### src/mtrb_pkg.sv
// shared types, constants and helpers for the motion trail ribbon builder
`timescale 1ns / 1ps
package mtrb_pkg;

    localparam int MAX_POINTS_DEF = 32;
    localparam int POS_W   = 32;
    localparam int DIFF_W  = POS_W + 1;
    localparam int LEN_W   = 33;
    localparam int DIR_W   = 16;
    localparam int PATH_W  = 32;
    localparam int SEG_W   = 31;
    localparam int WID_W   = 31;
    localparam int DEPTH_W = 6;
    localparam int ACC_W   = 34;
    localparam int IDX_W   = 5;
    localparam int CFG_IDX_W  = 2;
    localparam int CFG_DATA_W = 31;

    localparam logic [DIR_W-1:0]   DIR_ONE       = 16'd16384;
    localparam logic [SEG_W-1:0]   SEG_RESET     = 31'd65536;
    localparam logic [WID_W-1:0]   WID_RESET     = 31'd65536;
    localparam logic [DEPTH_W-1:0] DEPTH_RESET   = 6'd32;

    // configuration register indexes
    typedef enum logic [CFG_IDX_W-1:0] {
        REG_SEG   = 2'd0,
        REG_WIDTH = 2'd1,
        REG_DEPTH = 2'd2
    } t_reg_idx;

    typedef struct packed {
        logic signed [POS_W-1:0] x;
        logic signed [POS_W-1:0] y;
        logic signed [POS_W-1:0] z;
    } t_point;

    // what a cell loads on the next edge
    typedef enum logic [1:0] {
        OP_HOLD = 2'd0,
        OP_NEXT = 2'd1,
        OP_WRAP = 2'd2,
        OP_LOAD = 2'd3
    } t_cell_op;

    function automatic logic [DIFF_W-1:0] abs_diff(input logic signed [DIFF_W-1:0] d);
        abs_diff = d[DIFF_W-1] ? DIFF_W'(-d) : DIFF_W'(d);
    endfunction

endpackage

### src/mtrb_cell.sv
// one trail point cell of the shift and rotate chain
`timescale 1ns / 1ps
module mtrb_cell
    import mtrb_pkg::*;
(
    input  logic     i_clk,
    input  t_cell_op i_op,
    input  t_point   i_next,
    input  t_point   i_wrap,
    input  t_point   i_load,
    output t_point   o_pt
);
    t_point r_pt;
    t_point n_pt;

    // select the source for this cell
    always_comb begin
        unique case (i_op)
            OP_HOLD: n_pt = r_pt;
            OP_NEXT: n_pt = i_next;
            OP_WRAP: n_pt = i_wrap;
            OP_LOAD: n_pt = i_load;
            default: n_pt = r_pt;
        endcase
    end

    always_ff @(posedge i_clk) begin
        r_pt <= n_pt;
    end

    assign o_pt = r_pt;
endmodule

### config.mk
export PLATFORM = sky130hd
export DESIGN_NAME = mtrb_cell
export DESIGN_NICKNAME = d
export VERILOG_FILES = /design/src/mtrb_pkg.sv /design/src/mtrb_cell.sv
export SDC_FILE = /design/constraint.sdc
export NUM_CORES = 1
export LEC_CHECK = 0
export ABC_AREA = 1
export BUFFER_PORTS_ARGS = -buffer_cell sky130_fd_sc_hd__buf_2
export CORE_AREA = 2 2 149 151
export CTS_CLUSTER_SIZE = 16
export DETAILED_ROUTE_END_ITERATION = 10
export DIE_AREA = 0 0 151 153
export GPL_TIMING_DRIVEN = 0
export PLACE_DENSITY = 0.55
export SYNTH_ARGS = -nofsm -noshare
export SYNTH_HDL_FRONTEND = slang
export SYNTH_SLANG_ARGS = --single-unit
### constraint.sdc
create_clock -name i_clk -period 7.6 [get_ports i_clk]
set_clock_uncertainty 0.1 [all_clocks]
set_input_delay 0.38 -clock i_clk [delete_from_list [all_inputs] [get_ports i_clk]]
set_output_delay 0.38 -clock i_clk [all_outputs]
set_load 0.01 [all_outputs]
==> flow_summary.yaml <==
run_status:
  outcome: "finished, final reports clean"
logic_synthesis:
  netlist_area_um2: 4964
  synth_cell_types: 8
  postSynthCellCount: 535
  synth-simple-area-share_pct: 36.38
  yosysTopAreaCell: "edfxtp_1"
  synth.top_cell.area_share_pct: 58.08
  synth_common_cells: "288 x nand3_1, 97 x nand2_1, 96 x edfxtp_1"
  yosys_warnings: 0
  synth_area_per_cell_um2: 9.278
  synthAdderAreaFrac_pct: 0
  ys_ff_latch: 96
  async_flop_share_pct: 0
  yosysSeqAreaShare_pct: 58.08
  synthMuxAreaShare_pct: 0
  ys.flop_type: "edfxtp_1"
  ys_top_cells_by_area: "edfxtp_1 58%, nand3_1 29%, nand2_1 7.3%, buf_2 3.1%, buf_4 1.4%"
  post-synth-top-count-cell: "nand3_1"
  syn_nets: 826
  synth-xor-area-share_pct: 0
  synth_top_family_by_area: "simple AND/OR/NAND/NOR gates"
  synth-edff-count: 96
  synth-compound-area-share_pct: 0
die:
  coreArea_um2: 21490
  start_util_pct: 23.10
  rows: 54
  die_area_um2: 23100
  die_x_um: 151
  die_h_um: 153
  ios: 387
worst_setup_path:
  path_max_fanout: 52
  cp.required_ps: 7570
  crit_family: "buffers and inverters"
  max_stage_delay_ps: 400
  arrival_ps: 2030
  cp_common_cell: "buf_2"
  critical_path.cell_chain: "buf_2, inv_2, buf_4, buf_2, nand2_4, buf_16"
  cp-start-kind: "input pin"
  cp_num_buf_inv: 5
  crit_type: "input pin to register"
  worst_setup_path_end_kind: "register"
  cp_slowest_cell: "nand2_4"
grt:
  track_usage_pct: 18.52
  grt_pass1_vias: 5522
  antenna_found_initial: 2
  grt_max_degree: 53
  grt_overflow: 0
  grt_pass1_wl_um: 31820
cts:
  clkTransAtPathRegs_ps: 80
  holdBufCountCts: 0
  clk_path_buf_depth: 2
  cts-htree-levels: 3
  post_cts.repair.setup_buffers: 0
  root_buffer: "clkbuf_16"
  cts_tree: "done"
  clkSinkCount: 96
  cts_buffers: 9
  cts_resized: 0
sta:
  rsz0062_at_grt: "no"
  setup_viol: 0
  fmaxAchievable_mhz: 484.9
  worst_slew_pin_slew_ps: 779.0
  fin_setup_tns_ps: 0
  relSlewSlack_pct: 48.07
  slew_violations: 0
  post-route-period-util_pct: 27.13
  hold_viol_final: 0
  period_minus_slack_ps: 2062
worst_hold_path:
  hp-start: "i_next[10]"
  min_path_cells: 3
  hold_end: "o_pt[10]$_DFFE_PP_"
  hold_class: "input pin to register"
finish:
  layout-drive-gt1-share_pct: 47.17
  largest_reg_flops: 96
  nets: 1223
  area_growth_pct: 52.00
  fill_cells: 2302
power:
  p_total_mw: 1.419
  leakage_nw: 3.649
  ir_drop_mv: 0.08734
  powerDensity_nw_per_um2: 188.0
job:
  drv_cap: 0
drt:
  via_count: 5735
  drc_errors: 0
  ant_nets: 0
  drt_iter0_markers: 351
  viasPerCell: 4.709
  wl_um: 22460
  drt-wirelength-per-cell_um: 18.44
  drt-pass1-iter-count: 5
placed_design:
  detailed_place_hpwl_um: 17630
  port_buffers: 385
  gp_congestion: 0.8655
per-stage QoR:
stage               instance area (um^2)  util (%)  setup slack, ps  hold WS (ps)  std cells
floorplan                           4964         -             4228         482.7        535
global placement                    7241     33.70             2531         567.9       1200
detailed placement                  7276     33.86             5119         571.5       1201
CTS                                 7542     35.10             5489         195.4       1217
global route                        7545     35.12             5409         209.4       1218
finish                              7545     35.12             5538         209.1       1218
kinds of logic after synthesis:
| family | count (synthesis) |
|---|---|
| and+or+nand+nor | 385 |
| DFF | 96 |
| buffers and inverters | 54 |
where the power goes:
part	switching (mW)	internal, mW
sequential	0.0156	0.657
combinational	0.180	0.135
clock	0.209	0.222
total	0.405	1.01
worst max path at each step:
stage	cells past startpoint	from	to
2_1_floorplan	4	i_op[0]	o_pt[0]$_DFFE_PP_
6_report	6	i_op[1]	o_pt[61]$_DFFE_PP_
3_5_place_dp	6	i_op[1]	o_pt[41]$_DFFE_PP_
5_1_grt	6	i_op[1]	o_pt[61]$_DFFE_PP_
4_1_cts	6	i_op[1]	o_pt[42]$_DFFE_PP_
3_3_place_gp	5	i_op[1]	o_pt[41]$_DFFE_PP_
layer usage:
layer | GRT usage (%) | part of all wire, % | wire [um]
met4 | 6.275 | 1.8 | 412
met3 | 3.075 | 7.3 | 1637
met5 | 0 | 0.058 | 13
met2 | 33.38 | 51 | 11530
met1 | 22.11 | 39 | 8865
cell type report:
cell class	instances	area [um^2]	area share (%)
flip-flops and latches	96	2883	38.21
repair buffers	386	1954	25.90
multi-input cells	385	1813	24.03
well taps	280	350.3	4.643
plain buffers	52	267.8	3.549
clock buffers	11	232.7	3.085
clock inverters	5	33.78	0.4478
inverters	2	7.507	0.09950
diodes	1	2.502	0.03317
worst min-delay path, cell delays in order:
cell and delay (ps):
buf_2 70, nand2_1 40, nand3_1 70
cells in the final DEF, fill, tap and decap left out:
cell        instances
buf_16              1
clkbuf_1           13
nand2_4             1
clkbuf_16           9
edfxtp_1           96
diode_2             1
buf_4               9
nand3_1           288
clkinvlp_4          4
buf_1               1
buf_2             416
clkinv_1            1
nand2_1            96
inv_2               2
Power figures use the tool's default switching activity.
