**config.mk**
```make
export PLATFORM = sky130hd
export DESIGN_NAME = mtrb_len
export DESIGN_NICKNAME = d
export VERILOG_FILES = /design/src/mtrb_pkg.sv /design/src/mtrb_len.sv
export SDC_FILE = /design/constraint.sdc
export NUM_CORES = 2
export LEC_CHECK = 0
export ABC_AREA = 1
export BUFFER_PORTS_ARGS = -buffer_cell sky130_fd_sc_hd__buf_2
export CELL_PAD_IN_SITES_DETAIL_PLACEMENT = 0
export CELL_PAD_IN_SITES_GLOBAL_PLACEMENT = 1
export CORE_MARGIN = 4
export CORE_UTILIZATION = 35
export DETAILED_ROUTE_END_ITERATION = 8
export HOLD_SLACK_MARGIN = 0.12
export PLACE_DENSITY_LB_ADDON = 0.05
export SETUP_SLACK_MARGIN = 0.5
export SLEW_MARGIN = 25
export SYNTH_ARGS = -nofsm -noshare
export SYNTH_HDL_FRONTEND = slang
export SYNTH_SLANG_ARGS = --single-unit
```
**constraint.sdc**
```tcl
create_clock -name i_clk -period 22.7 [get_ports i_clk]
set_input_delay 2.27 -clock i_clk [delete_from_list [all_inputs] [get_ports i_clk]]
set_output_delay 2.27 -clock i_clk [all_outputs]
set_load 0.02 [all_outputs]
```
**src/mtrb_pkg.sv**
```systemverilog
// shared types, constants and helpers for the motion trail ribbon builder
`timescale 1ns / 1ps
package mtrb_pkg;

    localparam int MAX_POINTS_DEF = 32;
    localparam int POS_W   = 32;
    localparam int DIFF_W  = POS_W + 1;
    localparam int LEN_W   = 33;
    localparam int DIR_W   = 16;
    localparam int PATH_W  = 32;
    localparam int SEG_W   = 31;
    localparam int WID_W   = 31;
    localparam int DEPTH_W = 6;
    localparam int ACC_W   = 34;
    localparam int IDX_W   = 5;
    localparam int CFG_IDX_W  = 2;
    localparam int CFG_DATA_W = 31;

    localparam logic [DIR_W-1:0]   DIR_ONE       = 16'd16384;
    localparam logic [SEG_W-1:0]   SEG_RESET     = 31'd65536;
    localparam logic [WID_W-1:0]   WID_RESET     = 31'd65536;
    localparam logic [DEPTH_W-1:0] DEPTH_RESET   = 6'd32;

    // configuration register indexes
    typedef enum logic [CFG_IDX_W-1:0] {
        REG_SEG   = 2'd0,
        REG_WIDTH = 2'd1,
        REG_DEPTH = 2'd2
    } t_reg_idx;

    typedef struct packed {
        logic signed [POS_W-1:0] x;
        logic signed [POS_W-1:0] y;
        logic signed [POS_W-1:0] z;
    } t_point;

    // what a cell loads on the next edge
    typedef enum logic [1:0] {
        OP_HOLD = 2'd0,
        OP_NEXT = 2'd1,
        OP_WRAP = 2'd2,
        OP_LOAD = 2'd3
    } t_cell_op;

    function automatic logic [DIFF_W-1:0] abs_diff(input logic signed [DIFF_W-1:0] d);
        abs_diff = d[DIFF_W-1] ? DIFF_W'(-d) : DIFF_W'(d);
    endfunction

endpackage

```
**src/mtrb_len.sv**
```systemverilog
// segment length unit: three squares on one multiplier, then bit-serial square root
`timescale 1ns / 1ps
module mtrb_len
    import mtrb_pkg::*;
(
    input  logic                     i_clk,
    input  logic                     i_rst_n,
    input  logic                     i_start,
    input  logic signed [DIFF_W-1:0] i_dx,
    input  logic signed [DIFF_W-1:0] i_dy,
    input  logic signed [DIFF_W-1:0] i_dz,
    output logic                     o_done,
    output logic [LEN_W-1:0]         o_len
);
    typedef enum logic [2:0] {
        L_IDLE = 3'b001,
        L_SQ   = 3'b010,
        L_RT   = 3'b100
    } t_len_state;

    t_len_state r_state;
    logic        r_done;
    logic [LEN_W-1:0] r_len;
    logic [31:0] r_op0, r_op1, r_op2;
    logic        r_k;
    logic [1:0]  r_cnt;
    logic [63:0] r_prod;
    logic [63:0] r_sum;
    logic [63:0] r_rad;
    logic [35:0] r_rem;
    logic [31:0] r_res;
    logic [4:0]  r_step;

    logic [DIFF_W-1:0] ax, ay, az;
    logic        k;
    logic [31:0] op_sel;
    logic [63:0] sq;
    logic [35:0] rem_sh, trial, n_rem;
    logic [31:0] n_res;

    // magnitudes, halved when any reaches 2^31
    always_comb begin
        ax = abs_diff(i_dx);
        ay = abs_diff(i_dy);
        az = abs_diff(i_dz);
        k  = (|ax[32:31]) | (|ay[32:31]) | (|az[32:31]);
    end

    // squaring, one component a cycle
    always_comb begin
        unique case (r_cnt)
            2'd0:    op_sel = r_op0;
            2'd1:    op_sel = r_op1;
            default: op_sel = r_op2;
        endcase
        sq = 64'(op_sel) * 64'(op_sel);
    end

    // one root digit per cycle
    always_comb begin
        rem_sh = {r_rem[33:0], r_rad[63:62]};
        trial  = {2'b00, r_res, 2'b01};
        if (rem_sh >= trial) begin
            n_rem = rem_sh - trial;
            n_res = {r_res[30:0], 1'b1};
        end else begin
            n_rem = rem_sh;
            n_res = {r_res[30:0], 1'b0};
        end
    end

    always_ff @(posedge i_clk) begin
        if (!i_rst_n) begin
            r_state <= L_IDLE;
            r_done  <= 1'b0;
        end else begin
            r_done <= 1'b0;
            unique case (r_state)
                L_IDLE: begin
                    if (i_start) begin
                        r_op0   <= k ? ax[32:1] : ax[31:0];
                        r_op1   <= k ? ay[32:1] : ay[31:0];
                        r_op2   <= k ? az[32:1] : az[31:0];
                        r_k     <= k;
                        r_cnt   <= 2'd0;
                        r_sum   <= '0;
                        r_state <= L_SQ;
                    end
                end
                L_SQ: begin
                    r_prod <= sq;
                    if (r_cnt != 2'd0) begin
                        r_sum <= r_sum + r_prod;
                    end
                    if (r_cnt == 2'd3) begin
                        r_rad   <= r_sum + r_prod;
                        r_rem   <= '0;
                        r_res   <= '0;
                        r_step  <= '0;
                        r_state <= L_RT;
                    end
                    r_cnt <= r_cnt + 2'd1;
                end
                L_RT: begin
                    r_rem  <= n_rem;
                    r_res  <= n_res;
                    r_rad  <= {r_rad[61:0], 2'b00};
                    r_step <= r_step + 5'd1;
                    if (r_step == 5'd31) begin
                        r_len   <= r_k ? {n_res, 1'b0} : {1'b0, n_res};
                        r_done  <= 1'b1;
                        r_state <= L_IDLE;
                    end
                end
                default: r_state <= L_IDLE;
            endcase
        end
    end

    assign o_done = r_done;
    assign o_len  = r_len;
endmodule

```
==> impl_metrics.py <==
metrics = {
    "routing": {
        "wirelength_microns": 192000,
        "viasPerCell": 4.66,
        "routedWlPerCell_microns": 19.2,
        "first_iter_violations": 2586,
        "ant_nets": 0,
        "vias": 46491,
        "dr.pass1.iters": 5,
        "drc": 0,
    },
    "critical_path": {
        "crit_type": "flop to flop",
        "max_stage_delay_ns": 0.88,
        "crit_arrival_ns": 10.26,
        "cp_common_cell": "fa_1",
        "cp-end-kind": "flop",
        "crit_required_ns": 23.02,
        "cp-start-kind": "flop",
        "cp_slowest_cell": "a21oi_1",
        "reg2reg_depth": 29,
        "cp_max_fo": 34,
    },
    "timing": {
        "max_slew_margin_pct": 22.6,
        "clock.fmax_mhz": 101,
        "slew_viol_final": 0,
        "tns_ns": 0,
        "fin_crit_sh_pct": 43.8,
        "finalCriticalPeriod_ns": 9.94,
        "skew_ns": 0.0582,
        "setup_viol": 0,
        "grt_setup_unrepaired": "no",
        "worst_pin_slew_ns": 1.16,
        "hold_viol": 0,
    },
    "floorplan": {
        "num_rows": 149,
        "core_area_sq_um": 165000,
        "die_h_microns": 417,
        "io-pin-count": 136,
        "die_w_microns": 417,
        "dieArea_sq_um": 173000,
        "start_util_pct": 35.3,
    },
    "clock_network": {
        "cts_tree": "done",
        "clock_latency_ns": 0.65,
        "cts_root_buf": "clkbuf_16",
        "post_cts_buffers": 0,
        "cts.sinks": 398,
        "clk_pin_slew_ns": 0.06,
        "numCtsBuffers": 52,
        "htree_levels": 2,
        "cts_max_path_buffers": 3,
        "cts_resized": 0,
        "hold_buffers": 0,
    },
    "synth": {
        "async_reset_ff_share_pct": 0,
        "synthCells": 7718,
        "yosysWarnings": 0,
        "synth_top_area_share_pct": 27.1,
        "yosysSeqAreaShare_pct": 20.4,
        "netlist.top_cell.by_area": "fa_1",
        "syn_avg_cell_area_sq_um": 7.57,
        "synth_area_sq_um": 58400,
        "synth_flop_cell": "edfxtp_1",
        "synth_area_leaders": "fa_1 27%, edfxtp_1 20%, nand2_1 15%",
        "synth_nets": 9004,
        "synth_edf_count": 394,
        "yosys.cell_types.count": 49,
        "ys_ff_latch": 398,
    },
    "finish": {
        "diodes": 0,
        "nNetsFinal": 9046,
        "ff_latch_area_sq_um": 11900,
        "drive_gt1_share_pct": 3.85,
        "multi_input_area_sq_um": 38400,
        "fill_cells": 17883,
        "synthToLayoutAreaGrowth_pct": 7.93,
    },
    "place": {
        "gp_congestion": 0.914,
        "hpwl_microns": 157000,
        "portBuffers": 135,
    },
    "global_route": {
        "antenna_found_initial": 2,
        "track_usage_pct": 22.4,
        "grt_pass1_vias": 49914,
        "grt.overflow.total": 0,
        "grt_pass1_wl_microns": 299000,
        "grt_max_degree": 136,
    },
    "status": {
        "status": "finished, final reports clean",
    },
    "worst_hold_path": {
        "hold_class": "flop to flop",
        "hold_depth": 2,
    },
    "run": {
        "drv_cap": 0,
    },
}
[final timing paths]
| path | to | slack, ns | from |
|---|---|---|---|
| worst max-delay path | r_prod[51] | 12.76 | r_cnt[0] |
| worst max register to register | r_prod[51] | 12.76 | r_cnt[0] |
| worst min-delay path | r_rad[56] | 0.52 | r_rad[54] |
| worst min register to register | r_rad[56] | 0.52 | r_rad[54] |
[area by class of cell]
| class | instances | share of cell area, % |
|---|---|---|
| timing repair buffer | 178 | 1.62 |
| clock inverter | 29 | 0.516 |
| inverter | 1950 | 11.6 |
| multi-input combinational | 5180 | 60.9 |
| clock buffer | 63 | 2.16 |
| tap | 2189 | 4.34 |
| sequential | 398 | 18.9 |
[placed cells by master (no fill, tap or decap), types with 8 or more instances in the layout]
master / count
nand4_1: 34
edfxtp_1: 394
buf_4: 41
nand3b_1: 26
nor3_1: 47
o21bai_1: 32
xnor2_1: 87
xor2_1: 110
nand2_1: 2311
ha_1: 394
clkbuf_16: 53
clkinv_1: 17
o21ai_0: 162
nand3_2: 12
fa_1: 790
nor2_2: 8
clkbuf_1: 10
a21oi_1: 183
buf_2: 135
inv_1: 1938
nand3_1: 294
a22o_1: 20
nor2_1: 606
[metal layers]
metal / track usage [%] / vias to the layer above / wire (microns)
met5: 0 / - / 0
met4: 5.57 / 0 / 5320
met3: 1.65 / 204 / 5500
met2: 38.4 / 742 / 90600
met1: 30.8 / 22552 / 90100
li1: - / 22993 / -
[synthesized netlist by cell type (20+ instances only)]
master / instances
nand4_1: 34
fa_1: 790
a22o_1: 20
xnor2_1: 87
buf_2: 63
nand3_1: 306
a21oi_1: 184
edfxtp_1: 394
nand3b_1: 26
nand2_1: 2311
inv_1: 1947
ha_1: 394
o21bai_1: 32
nor2_1: 608
o21ai_0: 162
clkbuf_1: 91
xor2_1: 110
nor3_1: 48
[sequential cells by signal, summed over array words and instances, names as in the netlist]
| signal | count |
|---|---|
| r_rad | 64 |
| r_sum | 64 |
| r_prod | 63 |
| r_rem | 34 |
| o_len | 33 |
| r_op0 | 32 |
| r_op1 | 32 |
| r_op2 | 32 |
| r_res | 32 |
| r_step | 5 |
| r_state | 3 |
| r_cnt | 2 |
| o_done | 1 |
| r_k | 1 |
[stage by stage]
step | instances | hold slack (ns) | setup WS [ns] | area, sq um | utilization [%]
detailed placement | 9895 | 0.507 | 12.83 | 61400 | 37.1
global placement | 9895 | 0.503 | 12.78 | 61400 | 37.1
global route | 9987 | 0.538 | 12.46 | 63000 | 38.1
finish | 9987 | 0.521 | 12.76 | 63000 | 38.1
floorplan | 7718 | 0.495 | 13.14 | 58400 | -
CTS | 9987 | 0.521 | 12.77 | 63000 | 38.1
[cells by family (layout without fill, tap and decap cells)]
group | after synthesis | after routing | synth area share (%)
fa+ha+maj | 1184 | 1184 | 35.5
simple gates | 3363 | 3363 | 22.9
buf+inv | 2140 | 2220 | 14.1
mux | 1 | 1 | 0.0193
flops | 398 | 398 | 20.4
xor+xnor | 197 | 197 | 2.95
compound gates | 435 | 435 | 4.16
[worst max-delay path, delay by kind of cell (launching register included)]
| family | cells | cell delay, ns |
|---|---|---|
| adders and majority gates | 10 | 4.66 |
| buffers and inverters | 9 | 1.66 |
| AOI/OAI and AO/OA | 2 | 1.40 |
| and+or+nand+nor | 8 | 1.39 |
| DFF | 1 | 0.44 |
Power is left out: the tool's default activity adds up to more than one toggle a clock period on the data nets, which glitch-free logic cannot reach.
