$ cat src/mtrb_pkg.sv
// shared types, constants and helpers for the motion trail ribbon builder
`timescale 1ns / 1ps
package mtrb_pkg;

    localparam int MAX_POINTS_DEF = 32;
    localparam int POS_W   = 32;
    localparam int DIFF_W  = POS_W + 1;
    localparam int LEN_W   = 33;
    localparam int DIR_W   = 16;
    localparam int PATH_W  = 32;
    localparam int SEG_W   = 31;
    localparam int WID_W   = 31;
    localparam int DEPTH_W = 6;
    localparam int ACC_W   = 34;
    localparam int IDX_W   = 5;
    localparam int CFG_IDX_W  = 2;
    localparam int CFG_DATA_W = 31;

    localparam logic [DIR_W-1:0]   DIR_ONE       = 16'd16384;
    localparam logic [SEG_W-1:0]   SEG_RESET     = 31'd65536;
    localparam logic [WID_W-1:0]   WID_RESET     = 31'd65536;
    localparam logic [DEPTH_W-1:0] DEPTH_RESET   = 6'd32;

    // configuration register indexes
    typedef enum logic [CFG_IDX_W-1:0] {
        REG_SEG   = 2'd0,
        REG_WIDTH = 2'd1,
        REG_DEPTH = 2'd2
    } t_reg_idx;

    typedef struct packed {
        logic signed [POS_W-1:0] x;
        logic signed [POS_W-1:0] y;
        logic signed [POS_W-1:0] z;
    } t_point;

    // what a cell loads on the next edge
    typedef enum logic [1:0] {
        OP_HOLD = 2'd0,
        OP_NEXT = 2'd1,
        OP_WRAP = 2'd2,
        OP_LOAD = 2'd3
    } t_cell_op;

    function automatic logic [DIFF_W-1:0] abs_diff(input logic signed [DIFF_W-1:0] d);
        abs_diff = d[DIFF_W-1] ? DIFF_W'(-d) : DIFF_W'(d);
    endfunction

endpackage

$ cat src/mtrb_div.sv
// direction unit: three restoring dividers sharing the segment length
`timescale 1ns / 1ps
module mtrb_div
    import mtrb_pkg::*;
(
    input  logic                         i_clk,
    input  logic                         i_rst_n,
    input  logic                         i_start,
    input  logic [2:0][DIFF_W-1:0]       i_a,
    input  logic [2:0]                   i_neg,
    input  logic [LEN_W-1:0]             i_len,
    output logic                         o_done,
    output logic [2:0][DIR_W-1:0]        o_dir
);
    typedef enum logic [1:0] {
        D_IDLE = 2'b01,
        D_RUN  = 2'b10
    } t_div_state;

    t_div_state r_state;
    logic       r_done;
    logic [3:0] r_cnt;
    logic [LEN_W-1:0] r_len;
    logic [2:0] r_neg;
    logic [2:0][LEN_W+1:0] r_rem;
    logic [2:0][15:0] r_lo;
    logic [2:0][15:0] r_q;
    logic [2:0][DIR_W-1:0] r_dir;

    logic [2:0][47:0] num;
    logic [2:0][LEN_W+1:0] rsh, n_rem;
    logic [2:0][15:0] n_q, clamp;

    // numerator with rounding term, and one quotient bit per lane
    always_comb begin
        for (int j = 0; j < 3; j++) begin
            num[j] = 48'({i_a[j], 14'b0}) + 48'(i_len[LEN_W-1:1]);
            rsh[j] = {r_rem[j][LEN_W:0], r_lo[j][15]};
            if (rsh[j] >= {2'b00, r_len}) begin
                n_rem[j] = rsh[j] - {2'b00, r_len};
                n_q[j]   = {r_q[j][14:0], 1'b1};
            end else begin
                n_rem[j] = rsh[j];
                n_q[j]   = {r_q[j][14:0], 1'b0};
            end
            clamp[j] = (n_q[j] > DIR_ONE) ? DIR_ONE : n_q[j];
        end
    end

    always_ff @(posedge i_clk) begin
        if (!i_rst_n) begin
            r_state <= D_IDLE;
            r_done  <= 1'b0;
        end else begin
            r_done <= 1'b0;
            unique case (r_state)
                D_IDLE: begin
                    if (i_start) begin
                        for (int j = 0; j < 3; j++) begin
                            r_rem[j] <= (LEN_W+2)'(num[j][47:16]);
                            r_lo[j]  <= num[j][15:0];
                            r_q[j]   <= '0;
                        end
                        r_len   <= i_len;
                        r_neg   <= i_neg;
                        r_cnt   <= '0;
                        r_state <= D_RUN;
                    end
                end
                D_RUN: begin
                    for (int j = 0; j < 3; j++) begin
                        r_rem[j] <= n_rem[j];
                        r_q[j]   <= n_q[j];
                        r_lo[j]  <= {r_lo[j][14:0], 1'b0};
                    end
                    r_cnt <= r_cnt + 4'd1;
                    if (r_cnt == 4'd15) begin
                        for (int j = 0; j < 3; j++) begin
                            if (r_len == '0) begin
                                r_dir[j] <= '0;
                            end else if (r_neg[j]) begin
                                r_dir[j] <= DIR_W'(-clamp[j]);
                            end else begin
                                r_dir[j] <= clamp[j];
                            end
                        end
                        r_done  <= 1'b1;
                        r_state <= D_IDLE;
                    end
                end
                default: r_state <= D_IDLE;
            endcase
        end
    end

    assign o_done = r_done;
    assign o_dir  = r_dir;
endmodule

$ cat config.mk
export PLATFORM = sky130hd
export DESIGN_NAME = mtrb_div
export DESIGN_NICKNAME = d
export VERILOG_FILES = /design/src/mtrb_pkg.sv /design/src/mtrb_div.sv
export SDC_FILE = /design/constraint.sdc
export NUM_CORES = 1
export LEC_CHECK = 0
export BUFFER_PORTS_ARGS = -buffer_cell sky130_fd_sc_hd__buf_2
export CORE_ASPECT_RATIO = 1.2
export CORE_MARGIN = 2
export CORE_UTILIZATION = 50
export CTS_CLUSTER_DIAMETER = 30
export DETAILED_ROUTE_END_ITERATION = 10
export HOLD_SLACK_MARGIN = 0.02
export PLACE_DENSITY_LB_ADDON = 0.15
export SYNTH_ARGS = -nofsm -noshare
export SYNTH_HDL_FRONTEND = slang
export SYNTH_SLANG_ARGS = --single-unit
export TNS_END_PERCENT = 1
$ cat constraint.sdc
create_clock -name i_clk -period 7.5 [get_ports i_clk]
set_input_delay 0.75 -clock i_clk [delete_from_list [all_inputs] [get_ports i_clk]]
set_output_delay 0.75 -clock i_clk [all_outputs]
set_load 0.005 [all_outputs]
==> flow_metrics.env, run 1 <==
export IMPL_status="completed"
export IMPL_syn_to_final_growth_pct=16.7
export IMPL_ys_types=81
export IMPL_hold_viol_final=0
export IMPL_r2r_end="o_dir[12]"
export IMPL_fin_worst_skew_ps=25.3
export IMPL_dp_cells=2971
export IMPL_hold_class="primary input to register"
export IMPL_root_buffer="clkbuf_16"
export IMPL_seq_area_frac_synth_pct=37.2
export IMPL_drc=0
export IMPL_cts_setup_buffers=0
export IMPL_netlist_instances=2317
export IMPL_grt_max_degree=168
export IMPL_fp_dieArea_um2=43100
export IMPL_clock_fmax_mhz=206
export IMPL_synth_top_cells_by_count="edfxtp_1 (255), nand2_1 (245), a21oi_1 (197)"
export IMPL_async_flop_share_pct=0
export IMPL_drv_cap=0
export IMPL_whs_endpoint="r_neg[1]"
export IMPL_track_usage_pct=29.0
export IMPL_synth_area_um2=20700
export IMPL_cts_hold_buf=0
export IMPL_peakVddDrop_uv=208
export IMPL_worst_setup_path_end_kind="register"
export IMPL_synth_top_area_cell="edfxtp_1"
export IMPL_avgSynthCellArea_um2=8.95
export IMPL_antenna_found_initial=0
export IMPL_clockBufferDepth=3
export IMPL_yosys_top_cells_area="edfxtp_1 (37%), ha_1 (9.5%), a21oi_1 (4.8%)"
export IMPL_drt_pass1_iter_count=5
export IMPL_finalCriticalPeriod_ps=4860
export IMPL_crit_path_start="r_len[1]"
export IMPL_r2r_setup_slack_ps=2640
export IMPL_rsz0062_at_grt="false"
export IMPL_path_class="register to register"
export IMPL_ys_seq_elements=258
export IMPL_nets=2793
export IMPL_syn_nets=2618
export IMPL_hold_depth=1
export IMPL_hpwl_um=47300
export IMPL_clock_latency_ps=590
export IMPL_drv_slew=0
export IMPL_relSlewSlack_pct=33.2
export IMPL_worst_pin_slew_ps=1000
export IMPL_total_leakage_power_uw=0.00995
export IMPL_grt_pass1_wl_um=97700
export IMPL_crit_path_max_fanout=10
export IMPL_grt_pass1_vias=18091
export IMPL_path_clk_slew_ps=50
export IMPL_synth_top_area_share_pct=36.9
export IMPL_reg2reg_depth=16
export IMPL_die_h_um=227
export IMPL_ant_nets=0
export IMPL_drive_gt1_share_pct=13.2
export IMPL_wl_um=63700
export IMPL_coreArea_um2=40800
export IMPL_synth_enable_flop_cells=255
export IMPL_cts_tree="done"
export IMPL_cts_resized=0
export IMPL_gp_congestion=0.995
export IMPL_fillers=3599
export IMPL_worstPathArrival_ps=5250
export IMPL_ios=187
export IMPL_routedWlPerCell_um=20.7
export IMPL_finalCritPeriodShare_pct=64.8
export IMPL_hp_start="i_neg[1]"
export IMPL_grt_overflow=0
export IMPL_cts_made_buffers=58
export IMPL_final_cells=3080
export IMPL_yosysWarningCount=0
export IMPL_viasPerCell=6.15
export IMPL_htreeDepth=2
export IMPL_vias=18944
export IMPL_dieWidth_um=190
export IMPL_numPortBuffers=186
export IMPL_powerDensity_nw_per_um2=226
export IMPL_yosysMostFrequentCell="edfxtp_1"
export IMPL_crit_reg2reg_launch="r_len[1]"
export IMPL_initial_core_util_pct=50.8
export IMPL_setup_viol=0
export IMPL_tns_ps=0
export IMPL_std_cell_rows=81
export IMPL_worstPathRequired_ps=7890
export IMPL_synthFlopType="edfxtp_1"
export IMPL_startpoint_type="register"
export IMPL_clkSinkCount=258
export IMPL_drt_iter0_markers=1431
## worst max path at each step
stage	end	slack, ps	cells after the start
floorplan	r_cnt[0]	2030	6
global placement	o_dir[44]	2810	15
detailed placement	o_dir[43]	2700	12
CTS	o_dir[43]	2700	12
global route	o_dir[40]	2190	12
finish	o_dir[12]	2640	16
## logic make-up after synthesis
group,share of synthesized area [%]
compound gates,21.8
xor+xnor,6.33
fa+ha+maj,10.0
buf+inv,3.60
flops,37.2
mux,1.74
simple gates,19.3
## flip-flops by register name (all words and copies together) (netlist names)
name	flops
r_rem	102
o_dir	48
r_q	45
r_len	33
r_lo	20
r_cnt	4
r_neg	3
r_state	2
o_done	1
## critical path, stage by stage, from the launching register on
cell and delay (ps):
edfxtp_1 540, inv_1 160, ha_1 340, nor2b_1 140, o21a_1 180, o21ai_0 400
a21oi_1 200, o21ai_0 580, a211oi_2 150, buf_4 220, a21o_1 200, nand2_1 80
ha_1 350, a21oi_1 200, or3_1 370, and3_1 200, a2111oi_2 340
## cell type report
class	count	area (um^2)	share of cell area [%]
Clock buffer	61	1460	6.04
Multi-Input combinational cell	1862	12300	50.9
Antenna cell	1	2.50	0.0103
Sequential cell	258	7720	31.9
Inverter	111	417	1.72
Tap cell	539	674	2.79
Clock inverter	47	548	2.26
Timing Repair Buffer	201	1060	4.36
## stage by stage
stage	setup slack [ps]	hold WS, ps	instance area (um^2)	power (uW)	utilization [%]
6_report	2640	347	24200	5460	59.3
5_1_grt	2190	338	24200	5670	59.3
4_1_cts	2700	329	24200	5470	59.3
3_5_place_dp	2700	500	22200	2860	54.3
3_3_place_gp	2810	489	22200	2850	54.3
2_1_floorplan	2030	484	20700	2560	-
## layout by cell type, fill, tap and decap left out, drive strengths merged, types with 36 or more instances in the layout
cell	instances
a21oi	197
inv	117
ha	157
nand3	51
edfxtp	255
and2	53
buf	201
a21o	72
and3	44
o211ai	43
xnor2	78
clkbuf	61
nand4	36
a31oi	39
o21ai	142
nor3	62
nand2	245
nor2	169
xor2	72
## report_power, final
group	total (uW)	internal (uW)	switching, uW
clock	2600	1730	870
sequential	1750	1700	53.1
combinational	1110	436	676
total	5460	3860	1600
## per-layer routing
metal | up-vias | wire length [um] | global-route usage, %
li1 | 9081 | - | -
met1 | 9063 | 26300 | 35.3
met2 | 654 | 31100 | 51.4
met3 | 146 | 3360 | 3.38
met4 | 0 | 3010 | 13.5
met5 | - | 0 | 0
(Power assumes the default switching activity.)
==> run 2, diff against run 1 <==
clock period = 4.8 ns   (was 7.5 ns; I/O delays follow)
==> flow_metrics.env, run 2 (synthesis gave the netlist of run 1 again) <==
export IMPL_status="completed"
export IMPL_grt_overflow=0
export IMPL_coreArea_um2=40800
export IMPL_clockBufferDepth=3
export IMPL_peakVddDrop_uv=327
export IMPL_syn_to_final_growth_pct=18.3
export IMPL_grtUsageMet3_pct=3.90
export IMPL_htreeDepth=3
export IMPL_crit_path_max_fanout=9
export IMPL_dp_cells=2979
export IMPL_path_class="register to register"
export IMPL_final_cell_area_um2=24500
export IMPL_most_common_layout_cells="edfxtp_1 (255), nand2_1 (244), a21oi_1 (196), buf_2 (186), nor2_1 (168)"
export IMPL_placed_area_um2=22300
export IMPL_final_cells=3100
export IMPL_clock_fmax_mhz=231
export IMPL_top_register="r_rem"
export IMPL_grt_max_degree=113
export IMPL_cts_tree="done"
export IMPL_clock_latency_ps=580
export IMPL_fp_dieArea_um2=43100
export IMPL_grt_pass1_wl_um=98900
export IMPL_finalCritPeriodShare_pct=90.3
export IMPL_drive_gt1_share_pct=13.8
export IMPL_root_buffer="clkbuf_16"
export IMPL_routedWlPerCell_um=20.6
export IMPL_antenna_found_initial=1
export IMPL_largest_reg_flops=102
export IMPL_hold_class="primary input to register"
export IMPL_cts_resized=0
export IMPL_grt_util_met1_pct=36.1
export IMPL_die_h_um=227
export IMPL_fin_worst_skew_ps=21.2
export IMPL_cts_setup_buffers=0
export IMPL_ant_nets=0
export IMPL_hpwl_um=47500
export IMPL_drt_iter0_markers=1346
export IMPL_tns_ps=0
export IMPL_cts_made_buffers=66
export IMPL_worst_setup_path_end_kind="register"
export IMPL_fillers=3595
export IMPL_nets=2809
export IMPL_drv_cap=0
export IMPL_numPortBuffers=186
export IMPL_total_leakage_power_uw=0.0101
export IMPL_clkSinkCount=258
export IMPL_drt_pass1_iter_count=5
export IMPL_grt_pass1_vias=18198
export IMPL_powerDensity_nw_per_um2=367
export IMPL_setup_viol=0
export IMPL_finish_utilization_pct=60.1
export IMPL_worst_pin_slew_ps=1000
export IMPL_dieWidth_um=190
export IMPL_vias=18972
export IMPL_worstPathRequired_ps=5190
export IMPL_path_clk_slew_ps=50
export IMPL_rsz0062_at_grt="false"
export IMPL_initial_core_util_pct=50.8
export IMPL_drc=0
export IMPL_hold_viol_final=0
export IMPL_finalCriticalPeriod_ps=4330
export IMPL_wl_um=63900
export IMPL_final_common_cell="edfxtp_1"
export IMPL_busiest_layer="met2"
export IMPL_cts_hold_buf=0
export IMPL_worstPathArrival_ps=4720
export IMPL_gp_congestion=0.977
export IMPL_drv_slew=0
export IMPL_use_met2_pct=50.9
export IMPL_track_usage_pct=29.6
export IMPL_startpoint_type="register"
export IMPL_std_cell_rows=81
export IMPL_ios=187
export IMPL_viasPerCell=6.12
export IMPL_relSlewSlack_pct=33.0
export IMPL_finalPower_uw=9000
run 2: cell count changes in the layout (fill, tap and decap cells not counted), moves of 2 or more:
cell       delta
buf_4         +7
clkbuf_16    +11
clkinv_4      -3
diode_2       +2
inv_6         +4
run 2: path summary, 6_finish.rpt:
check	start	end	slack [ps]	cells past startpoint
max reg2reg	r_len[1]	o_dir[12]	470	15
max	r_len[1]	o_dir[12]	470	15
min reg2reg	r_lo[34]	r_lo[35]	510	2
min	i_neg[0]	r_neg[0]	90	1
run 2: through the flow:
step           hold WS, ps  setup slack, ps
2_1_floorplan          484              720
3_3_place_gp           492              589
3_5_place_dp           501              552
4_1_cts               64.4              523
5_1_grt               84.4              134
6_report              89.2              467
run 2: report_power, final:
group	switching, uW	internal, uW	total (uW)
Sequential	81.9	2650	2730
Clock	1420	3100	4520
Combinational	1060	687	1750
Total	2560	6440	9000
run 2: final cells by class:
type                            instances  area [um^2]  share of cell area, %
Clock inverter                         47          531                   2.16
Clock buffer                           71         1730                   7.07
Multi-Input combinational cell       1862        12300                   50.3
Timing Repair Buffer                  209         1130                   4.60
Sequential cell                       258         7720                   31.4
Tap cell                              539          674                   2.75
Inverter                              111          417                   1.70
Antenna cell                            3         7.51                 0.0306
run 2: worst max-delay path: stages (launching register included):
cell and delay (ps):
edfxtp_1 510, inv_1 150, ha_1 330, nor2b_1 140, o21a_1 170, o21ai_0 320, a21oi_1 190, o21ai_0 370
a211oi_2 170, a21o_1 270, nand2_1 110, ha_1 320, a21oi_1 190, or3_1 360, and3_1 200, a2111oi_2 330
run 2: routing by layer:
metal / share of wire (%) / vias to the layer above
li1: - / 9110
met1: 42 / 9051
met2: 49 / 672
met3: 5.4 / 139
met4: 4.5 / 0
met5: 0 / -
